`src/rarst_pkg.sv`:
```
// Shared types and codes of the range-add range-sum block.
// Depends on nothing; imported by the memory, the sequencer, the top level and the testbench.
package rarst_pkg;

  typedef enum logic [1:0] {
    KIND_LOAD = 2'd0,
    KIND_ADD  = 2'd1,
    KIND_SUM  = 2'd2,
    KIND_NONE = 2'd3
  } kind_t;

  typedef enum logic [3:0] {
    ST_CLEAR,
    ST_IDLE,
    ST_PRE,
    ST_PMUL,
    ST_PFIN,
    ST_UMUL,
    ST_UPD_RD,
    ST_UPD_WR,
    ST_DONE
  } state_t;

  // One memory word: the difference term and the difference term weighted by its index.
  typedef struct packed {
    logic [31:0] d;
    logic [31:0] dj;
  } word_t;

  // Result handed from the sequencer to the output register.
  typedef struct packed {
    logic        valid;
    logic [31:0] sum;
  } res_t;

endpackage

```
`src/rarst_if.sv`:
```
// Handshake channels of the range-add range-sum block.
// Depends on nothing; used by the sequencer and the top level.
interface rarst_in_if;
  logic               valid;
  logic               ready;
  logic [1:0]         kind;
  logic [9:0]         lo;
  logic [10:0]        hi;
  logic signed [31:0] value;
  modport source (output valid, kind, lo, hi, value, input ready);
  modport sink (input valid, kind, lo, hi, value, output ready);
endinterface


```
`src/rarst_ctrl.sv`:
```
// Sequencer: clears the memory, walks prefix sums and point updates over it.
// Depends on rarst_pkg and rarst_if; drives the memory ports of rarst_ram.
module rarst_ctrl
  import rarst_pkg::*;
#(
  parameter int LEAVES = 1024,
  parameter int IW     = 10,
  parameter int XW     = 12
) (
  input  logic          clk,
  input  logic          rst_n,
  rarst_in_if.sink      in_ch,
  input  logic          out_free,
  output res_t          res,
  output logic          mem_we,
  output logic [IW-1:0] mem_waddr,
  output word_t         mem_wdata,
  output logic          mem_re,
  output logic [IW-1:0] mem_raddr,
  input  word_t         mem_rdata
);

  localparam logic [XW-1:0] NX = XW'(LEAVES);

  state_t        state_r, state_nxt;
  kind_t         kind_r, kind_nxt;
  logic [XW-1:0] lo_r, lo_nxt, hi_r, hi_nxt, pos_r, pos_nxt;
  logic [XW-1:0] idx_r, idx_nxt, j_r, j_nxt;
  logic [31:0]   val_r, val_nxt, w_r, w_nxt, acc1_r, acc1_nxt, acc2_r, acc2_nxt;
  logic [31:0]   mul_r, mul_nxt, hold_r, hold_nxt, res_r, res_nxt;
  logic          phase_r, phase_nxt, rdv_r, rdv_nxt;
  logic [IW-1:0] clr_r, clr_nxt;

  logic [XW-1:0] lowbit, idx_m1, idx_up, j2, hi_c, lo_x;
  logic [31:0]   pval;
  logic          do_op;
  kind_t         in_kind;

  assign lowbit  = idx_r & (~idx_r + XW'(1));
  assign idx_m1  = idx_r - XW'(1);
  assign idx_up  = idx_r + lowbit;
  assign pval    = mul_r - acc2_r;
  assign in_kind = kind_t'(in_ch.kind);
  assign hi_c    = (32'(in_ch.hi) > 32'(LEAVES)) ? NX : XW'(in_ch.hi);
  assign lo_x    = XW'(in_ch.lo);
  assign j2      = (kind_r == KIND_ADD) ? (hi_r + XW'(1)) : (lo_r + XW'(2));

  always_comb begin
    case (in_kind)
      KIND_LOAD: do_op = 32'(in_ch.lo) < 32'(LEAVES);
      KIND_ADD,
      KIND_SUM:  do_op = 32'(in_ch.lo) < 32'(hi_c);
      default:   do_op = 1'b0;
    endcase
  end

  always_ff @(posedge clk) begin
    if (!rst_n) begin
      state_r <= ST_CLEAR;
      clr_r   <= '0;
      rdv_r   <= 1'b0;
    end else begin
      state_r <= state_nxt;
      clr_r   <= clr_nxt;
      rdv_r   <= rdv_nxt;
    end
  end

  always_ff @(posedge clk) begin
    kind_r  <= kind_nxt;
    lo_r    <= lo_nxt;
    hi_r    <= hi_nxt;
    pos_r   <= pos_nxt;
    idx_r   <= idx_nxt;
    j_r     <= j_nxt;
    val_r   <= val_nxt;
    w_r     <= w_nxt;
    acc1_r  <= acc1_nxt;
    acc2_r  <= acc2_nxt;
    mul_r   <= mul_nxt;
    hold_r  <= hold_nxt;
    res_r   <= res_nxt;
    phase_r <= phase_nxt;
  end

  always_comb begin
    state_nxt = state_r;
    kind_nxt  = kind_r;
    lo_nxt    = lo_r;
    hi_nxt    = hi_r;
    pos_nxt   = pos_r;
    idx_nxt   = idx_r;
    j_nxt     = j_r;
    val_nxt   = val_r;
    w_nxt     = w_r;
    acc1_nxt  = acc1_r;
    acc2_nxt  = acc2_r;
    mul_nxt   = mul_r;
    hold_nxt  = hold_r;
    res_nxt   = res_r;
    phase_nxt = phase_r;
    rdv_nxt   = 1'b0;
    clr_nxt   = clr_r;
    mem_we    = 1'b0;
    mem_waddr = idx_m1[IW-1:0];
    mem_wdata = '0;
    mem_re    = 1'b0;
    mem_raddr = idx_m1[IW-1:0];
    in_ch.ready = 1'b0;
    res.valid = 1'b0;
    res.sum   = res_r;

    case (state_r)
      ST_CLEAR: begin
        mem_we    = 1'b1;
        mem_waddr = clr_r;
        clr_nxt   = clr_r + IW'(1);
        if (clr_r == IW'(LEAVES - 1)) begin
          state_nxt = ST_IDLE;
        end
      end
      ST_IDLE: begin
        in_ch.ready = 1'b1;
        if (in_ch.valid) begin
          kind_nxt  = in_kind;
          lo_nxt    = lo_x;
          hi_nxt    = hi_c;
          val_nxt   = in_ch.value;
          phase_nxt = 1'b0;
          acc1_nxt  = '0;
          acc2_nxt  = '0;
          if (!do_op) begin
            res_nxt   = '0;
            state_nxt = (in_kind == KIND_SUM) ? ST_DONE : ST_IDLE;
          end else begin
            case (in_kind)
              KIND_SUM: begin
                idx_nxt   = hi_c;
                pos_nxt   = hi_c;
                state_nxt = ST_PRE;
              end
              KIND_LOAD: begin
                idx_nxt   = lo_x + XW'(1);
                pos_nxt   = lo_x + XW'(1);
                state_nxt = ST_PRE;
              end
              default: begin
                w_nxt     = in_ch.value;
                j_nxt     = lo_x + XW'(1);
                state_nxt = ST_UMUL;
              end
            endcase
          end
        end
      end
      ST_PRE: begin
        // Reads are issued one a cycle; each returned word is summed in the cycle after its read.
        if (idx_r != '0) begin
          mem_re  = 1'b1;
          idx_nxt = idx_r - lowbit;
          rdv_nxt = 1'b1;
        end
        if (rdv_r) begin
          acc1_nxt = acc1_r + mem_rdata.d;
          acc2_nxt = acc2_r + mem_rdata.dj;
        end
        if (idx_r == '0 && !rdv_r) begin
          if (kind_r == KIND_LOAD) begin
            w_nxt     = val_r - acc1_r;
            j_nxt     = lo_r + XW'(1);
            state_nxt = ST_UMUL;
          end else begin
            state_nxt = ST_PMUL;
          end
        end
      end
      ST_PMUL: begin
        mul_nxt   = (32'(pos_r) + 32'd1) * acc1_r;
        state_nxt = ST_PFIN;
      end
      ST_PFIN: begin
        if (!phase_r) begin
          hold_nxt  = pval;
          phase_nxt = 1'b1;
          idx_nxt   = lo_r;
          pos_nxt   = lo_r;
          acc1_nxt  = '0;
          acc2_nxt  = '0;
          state_nxt = ST_PRE;
        end else begin
          res_nxt   = hold_r - pval;
          state_nxt = ST_DONE;
        end
      end
      ST_UMUL: begin
        mul_nxt   = 32'(j_r) * w_r;
        idx_nxt   = j_r;
        state_nxt = ST_UPD_RD;
      end
      ST_UPD_RD: begin
        mem_re    = 1'b1;
        state_nxt = ST_UPD_WR;
      end
      ST_UPD_WR: begin
        mem_we       = 1'b1;
        mem_wdata.d  = mem_rdata.d + w_r;
        mem_wdata.dj = mem_rdata.dj + mul_r;
        idx_nxt      = idx_up;
        if (idx_up <= NX && idx_up != '0) begin
          state_nxt = ST_UPD_RD;
        end else if (!phase_r && j2 <= NX) begin
          // Close the range with the opposite amount one place past its end.
          phase_nxt = 1'b1;
          w_nxt     = '0 - w_r;
          j_nxt     = j2;
          state_nxt = ST_UMUL;
        end else begin
          state_nxt = ST_IDLE;
        end
      end
      ST_DONE: begin
        res.valid = 1'b1;
        if (out_free) begin
          state_nxt = ST_IDLE;
        end
      end
      default: begin
        state_nxt = ST_IDLE;
      end
    endcase
  end

endmodule

```
`src/flat_wrapper.sv`:
```
// flat-port wrapper written by rule: the top's interface ports become plain ports
module rarst_ctrl_flat import rarst_pkg::*;
#(
  parameter int LEAVES = 1024,
  parameter int IW     = 10,
  parameter int XW     = 12
)
  (clk, rst_n, out_free, res, mem_we, mem_waddr, mem_wdata, mem_re, mem_raddr, mem_rdata, in_ch_valid, in_ch_kind, in_ch_lo, in_ch_hi, in_ch_value, in_ch_ready);
  rarst_in_if in_ch_i ();
  input  logic clk;
  input  logic rst_n;
  input  logic out_free;
  output res_t res;
  output logic mem_we;
  output logic [IW-1:0] mem_waddr;
  output word_t mem_wdata;
  output logic mem_re;
  output logic [IW-1:0] mem_raddr;
  input  word_t mem_rdata;
  input wire logic [$bits(in_ch_i.valid)-1:0] in_ch_valid;
  input wire logic [$bits(in_ch_i.kind)-1:0] in_ch_kind;
  input wire logic [$bits(in_ch_i.lo)-1:0] in_ch_lo;
  input wire logic [$bits(in_ch_i.hi)-1:0] in_ch_hi;
  input wire logic [$bits(in_ch_i.value)-1:0] in_ch_value;
  output wire logic [$bits(in_ch_i.ready)-1:0] in_ch_ready;
  assign in_ch_i.valid = in_ch_valid;
  assign in_ch_i.kind = in_ch_kind;
  assign in_ch_i.lo = in_ch_lo;
  assign in_ch_i.hi = in_ch_hi;
  assign in_ch_i.value = in_ch_value;
  assign in_ch_ready = in_ch_i.ready;
  rarst_ctrl #(.LEAVES(LEAVES), .IW(IW), .XW(XW)) u_core (.clk(clk), .rst_n(rst_n), .in_ch(in_ch_i), .out_free(out_free), .res(res), .mem_we(mem_we), .mem_waddr(mem_waddr), .mem_wdata(mem_wdata), .mem_re(mem_re), .mem_raddr(mem_raddr), .mem_rdata(mem_rdata));
endmodule
```
`config.mk`:
```
export PLATFORM = sky130hd
export DESIGN_NAME = rarst_ctrl_flat
export DESIGN_NICKNAME = d
export VERILOG_FILES = /design/src/rarst_pkg.sv /design/src/rarst_if.sv /design/src/rarst_ctrl.sv /design/src/flat_wrapper.sv
export SDC_FILE = /design/constraint.sdc
export NUM_CORES = 2
export LEC_CHECK = 0
export ABC_AREA = 1
export BUFFER_PORTS_ARGS = -buffer_cell sky130_fd_sc_hd__buf_2
export CAP_MARGIN = 20
export CORE_MARGIN = 2
export CORE_UTILIZATION = 55
export CTS_CLUSTER_SIZE = 16
export DETAILED_ROUTE_END_ITERATION = 8
export GPL_ROUTABILITY_DRIVEN = 0
export GPL_TIMING_DRIVEN = 0
export PLACE_DENSITY_LB_ADDON = 0.2
export SLEW_MARGIN = 20
export SYNTH_ARGS = -nofsm -noshare
export SYNTH_HDL_FRONTEND = slang
export SYNTH_SLANG_ARGS = --single-unit
export TNS_END_PERCENT = 100
```
`constraint.sdc`:
```
create_clock -name clk -period 9.7 [get_ports clk]
set_clock_uncertainty 0.05 [all_clocks]
set_input_delay 0.485 -clock clk [delete_from_list [all_inputs] [get_ports clk]]
set_output_delay 0.485 -clock clk [all_outputs]
set_load 0.01 [all_outputs]
```
==> impl_results.rst <==
.. list-table::
   :header-rows: 1

   * - Metric
     - Value
   * - Top cell family by delay on the critical path
     - adder cells
   * - Length of the first detailed-routing pass in iterations
     - 8
   * - Post-detailed-routing wire length
     - 153000 um
   * - Max Buffers Root-to-Sink
     - 3
   * - Root Buffer
     - clkbuf_16
   * - Total Neg Setup Slack
     - 0 ns
   * - Number of synthesized flops with an enable pin
     - 283
   * - Asr flop ratio synth
     - 0
   * - Total global routing track utilization
     - 0.365
   * - X dimension of the die
     - 289 um
   * - Avg Synthesized Cell Area
     - 7.52 um2
   * - Post-cts repair resize count
     - 0
   * - Clock sink count
     - 298
   * - Dominant cells by area after synthesis
     - fa_1 22%, edfxtp_1 19%, nand2_1 11%, ha_1 10%, inv_1 9.5%
   * - Port-buffer cells
     - 242
   * - MaxCap Viol Count
     - 0
   * - Worst stage delay on the critical path
     - 0.64 ns
   * - Post-synthesis instance total
     - 5939
   * - CTS H-tree depth
     - 2
   * - Fin crit share
     - 0.759
   * - Die Y-Extent
     - 289 um
   * - Yosys synthesis warning count
     - 0
   * - Core footprint
     - 80400 um2
   * - Number of buffers inserted by hold repair at cts
     - 0
   * - Vias in the first global route
     - 41500
   * - Launching point of the worst reg2reg path
     - u_core.pos_r[0]$_DFFE_PP_
   * - Post-layout net count
     - 7201
   * - #FFs+latches synth
     - 298
   * - Prevailing post-synth register cell
     - edfxtp_1
   * - Share of Yosys cell area claimed by the top area cell type
     - 0.217
   * - Type of destination of the critical path
     - register
   * - Area Growth Syn to Fin
     - 9.09%
   * - Number of unique standard cell types used by synthesis
     - 65
   * - Setup repair after global routing missed its margin
     - no
   * - Overflow left after global routing
     - 0
   * - CTS buffer count
     - 38
   * - Initial antenna violation count
     - 7
   * - Area after DPL
     - 47400 um2
   * - Actual slew at the worst max-slew pin
     - 1.25 ns
   * - Combined area of all synthesized cells
     - 44700 um2
   * - Path category of the worst min-delay check
     - input port to register
   * - CTS tree
     - built
   * - Fraction of final layout cells sized beyond drive strength 1
     - 0.0676
   * - Clock insertion delay at the later pin of the skew report
     - 0.59 ns
   * - Final critical path time including I/O delays and setup
     - 7.37 ns
   * - Maximum number of pins on one net before global-route repair
     - 33
   * - Detailed-route via count
     - 42800
   * - Routed Antenna Nets
     - 0
   * - Effective utilization at floorplan
     - 0.555
   * - Worst hold path startpoint
     - in_ch_value[0]
   * - Net count after synthesis
     - 6911
   * - Result of the run
     - finished clean
   * - Register clock-pin slew on the reported worst setup and hold paths
     - 0.07 ns
   * - Endpoint of the worst hold path
     - u_core.val_r[0]$_DFFE_PP_
   * - Max-slew violation count
     - 0
   * - Routed via count divided by cell count
     - 5.84
   * - Crit Reg-Reg Endpoint
     - u_core.mul_r[30]$_DFFE_PP_
   * - Data required time at the worst endpoint
     - 9.96 ns
   * - Rows
     - 104
   * - Number of setup buffers added after CTS
     - 0
   * - Highest attainable clock frequency
     - 136 MHz
   * - Hold Crit Depth
     - 1
   * - Final count of hold timing violations
     - 0
   * - Area leader, netlist
     - fa_1
   * - Buffers and inverters on the worst path
     - 7
   * - Max-slew headroom
     - 0.168
   * - Global-route wire length before repair
     - 232000 um
   * - Final-report setup violation count
     - 0
   * - Arrival time worst endpoint
     - 7.63 ns
   * - Die area
     - 83500 um2
   * - Worst reg2reg setup slack
     - 2.33 ns
   * - Max FO, Critical Path
     - 10
   * - Worst Setup Path Type
     - register to register
   * - Kind of start point of the critical path
     - register
   * - FF-to-FF path depth
     - 26
   * - Share of synthesized area occupied by flip-flops and latches
     - 0.197
   * - Worst-path cell with the longest stage delay
     - clkbuf_1
   * - Post-route DRC
     - 0
   * - DPL Wire Length
     - 125000 um
   * - Finished Cell Area
     - 48700 um2
   * - DR iter-0 viols
     - 4465
   * - Number of ports placed on the die boundary
     - 243
   * - Detailed-route wire length per cell
     - 20.9 um
[Yosys cell counts, types with 11 or more instances]
library cell / count
xnor2_1: 46
nor4_1: 21
edfxtp_1: 283
or2_2: 11
clkbuf_1: 147
o21bai_1: 21
a21o_1: 22
nand2_1: 1301
dfxtp_1: 15
o221ai_1: 15
nand3_1: 200
o21a_1: 47
nor2_1: 496
buf_1: 15
inv_1: 1130
nor3_1: 76
a21oi_1: 483
o21ai_1: 20
nor2_2: 12
a221oi_1: 12
o211ai_1: 27
fa_1: 484
a31oi_1: 32
inv_2: 21
nand4_1: 46
o21ai_0: 372
ha_1: 365
xor2_1: 87
[cells by family after synthesis]
kind of cell / synth area share
xor gates and xnor gates: 0.0266
buffers and inverters: 0.112
AOI/OAI and AO/OA: 0.140
and+or+nand+nor: 0.205
adders and majority gates: 0.319
DFF: 0.197
[worst register-to-register path, stage by stage (launching register included)]
cell      delay, ns
edfxtp_1       0.48
buf_2          0.29
nand3_2        0.13
nand2_1        0.08
inv_1          0.04
nor2_2         0.20
clkbuf_1       0.64
buf_1          0.45
nand2_1        0.15
fa_1           0.50
inv_1          0.05
fa_1           0.45
fa_1           0.49
fa_1           0.56
inv_1          0.05
fa_1           0.48
inv_1          0.04
ha_1           0.37
a21oi_1        0.34
o21ai_0        0.15
a221oi_1       0.31
nand3_1        0.17
nand2_1        0.13
nand2_1        0.06
a21o_1         0.17
o21ai_0        0.18
nand2_1        0.09
[registers in the layout, indices dropped and copies added, names as in the netlist, 11 cells and up]
register and flops:
u_core.hi_r 11, u_core.mul_r 32, u_core.res_r 32, u_core.acc2_r 32, u_core.j_r 12, u_core.acc1_r 32, u_core.idx_r 12, u_core.pos_r 11
u_core.val_r 32, u_core.w_r 32, u_core.hold_r 32
[worst max path at each step]
stage                     slack (ns)  cells after the start                               to                           start
after global routing            2.10                     25       u_core.mul_r[29]$_DFFE_PP_       u_core.pos_r[0]$_DFFE_PP_
after detailed placement        2.48                     26       u_core.mul_r[30]$_DFFE_PP_       u_core.pos_r[0]$_DFFE_PP_
final                           2.33                     26       u_core.mul_r[30]$_DFFE_PP_       u_core.pos_r[0]$_DFFE_PP_
after global placement          2.04                      8  u_core.acc1_r[26]$_SDFFCE_PN0P_  u_core.state_r[0]$_SDFFE_PN0P_
after floorplan                 3.88                     28       u_core.mul_r[30]$_DFFE_PP_       u_core.pos_r[1]$_DFFE_PP_
after CTS                       2.45                     26       u_core.mul_r[30]$_DFFE_PP_       u_core.pos_r[0]$_DFFE_PP_
[through the flow]
step,util,worst slack [ns],cells,hold WS [ns]
detailed placement,0.590,2.48,7249,0.432
CTS,0.605,2.45,7317,0.0346
global placement,0.587,2.04,7241,0.427
global route,0.606,2.10,7320,0.0432
finish,0.606,2.33,7324,0.0456
floorplan,-,3.88,5939,0.405
[metal layers]
layer  vias up  global-route usage  part of all wire
met5         -                   0           0.00018
met4         4               0.176             0.059
met3       500              0.0714              0.11
met2      2428               0.586              0.44
met1     20200               0.475              0.38
li1      19600                   -                 -
[cell type report]
class / instances / area (um2)
repair buffers: 250 / 1400
flip-flops and latches: 298 / 8800
inverters: 1156 / 4340
plain buffers: 171 / 674
diodes: 7 / 17.5
clock inverters: 18 / 244
multi-input cells: 4314 / 30900
well taps: 1060 / 1330
fillers: 7455 / 31700
clock buffers: 50 / 1030
[layout by cell type (no fill, tap or decap), drive strengths merged, types with 27 or more instances in the layout]
cell type / count
a21oi: 487
a31oi: 32
buf: 273
clkbuf: 198
edfxtp: 283
fa: 484
ha: 365
inv: 1152
nand2: 1313
nand3: 210
nand4: 46
nor2: 514
nor3: 79
o211ai: 27
o21a: 47
o21ai: 396
xnor2: 46
xor2: 87
Power is not shown: default switching activity piles up to over one toggle a cycle in this logic, so the estimate is an artifact.
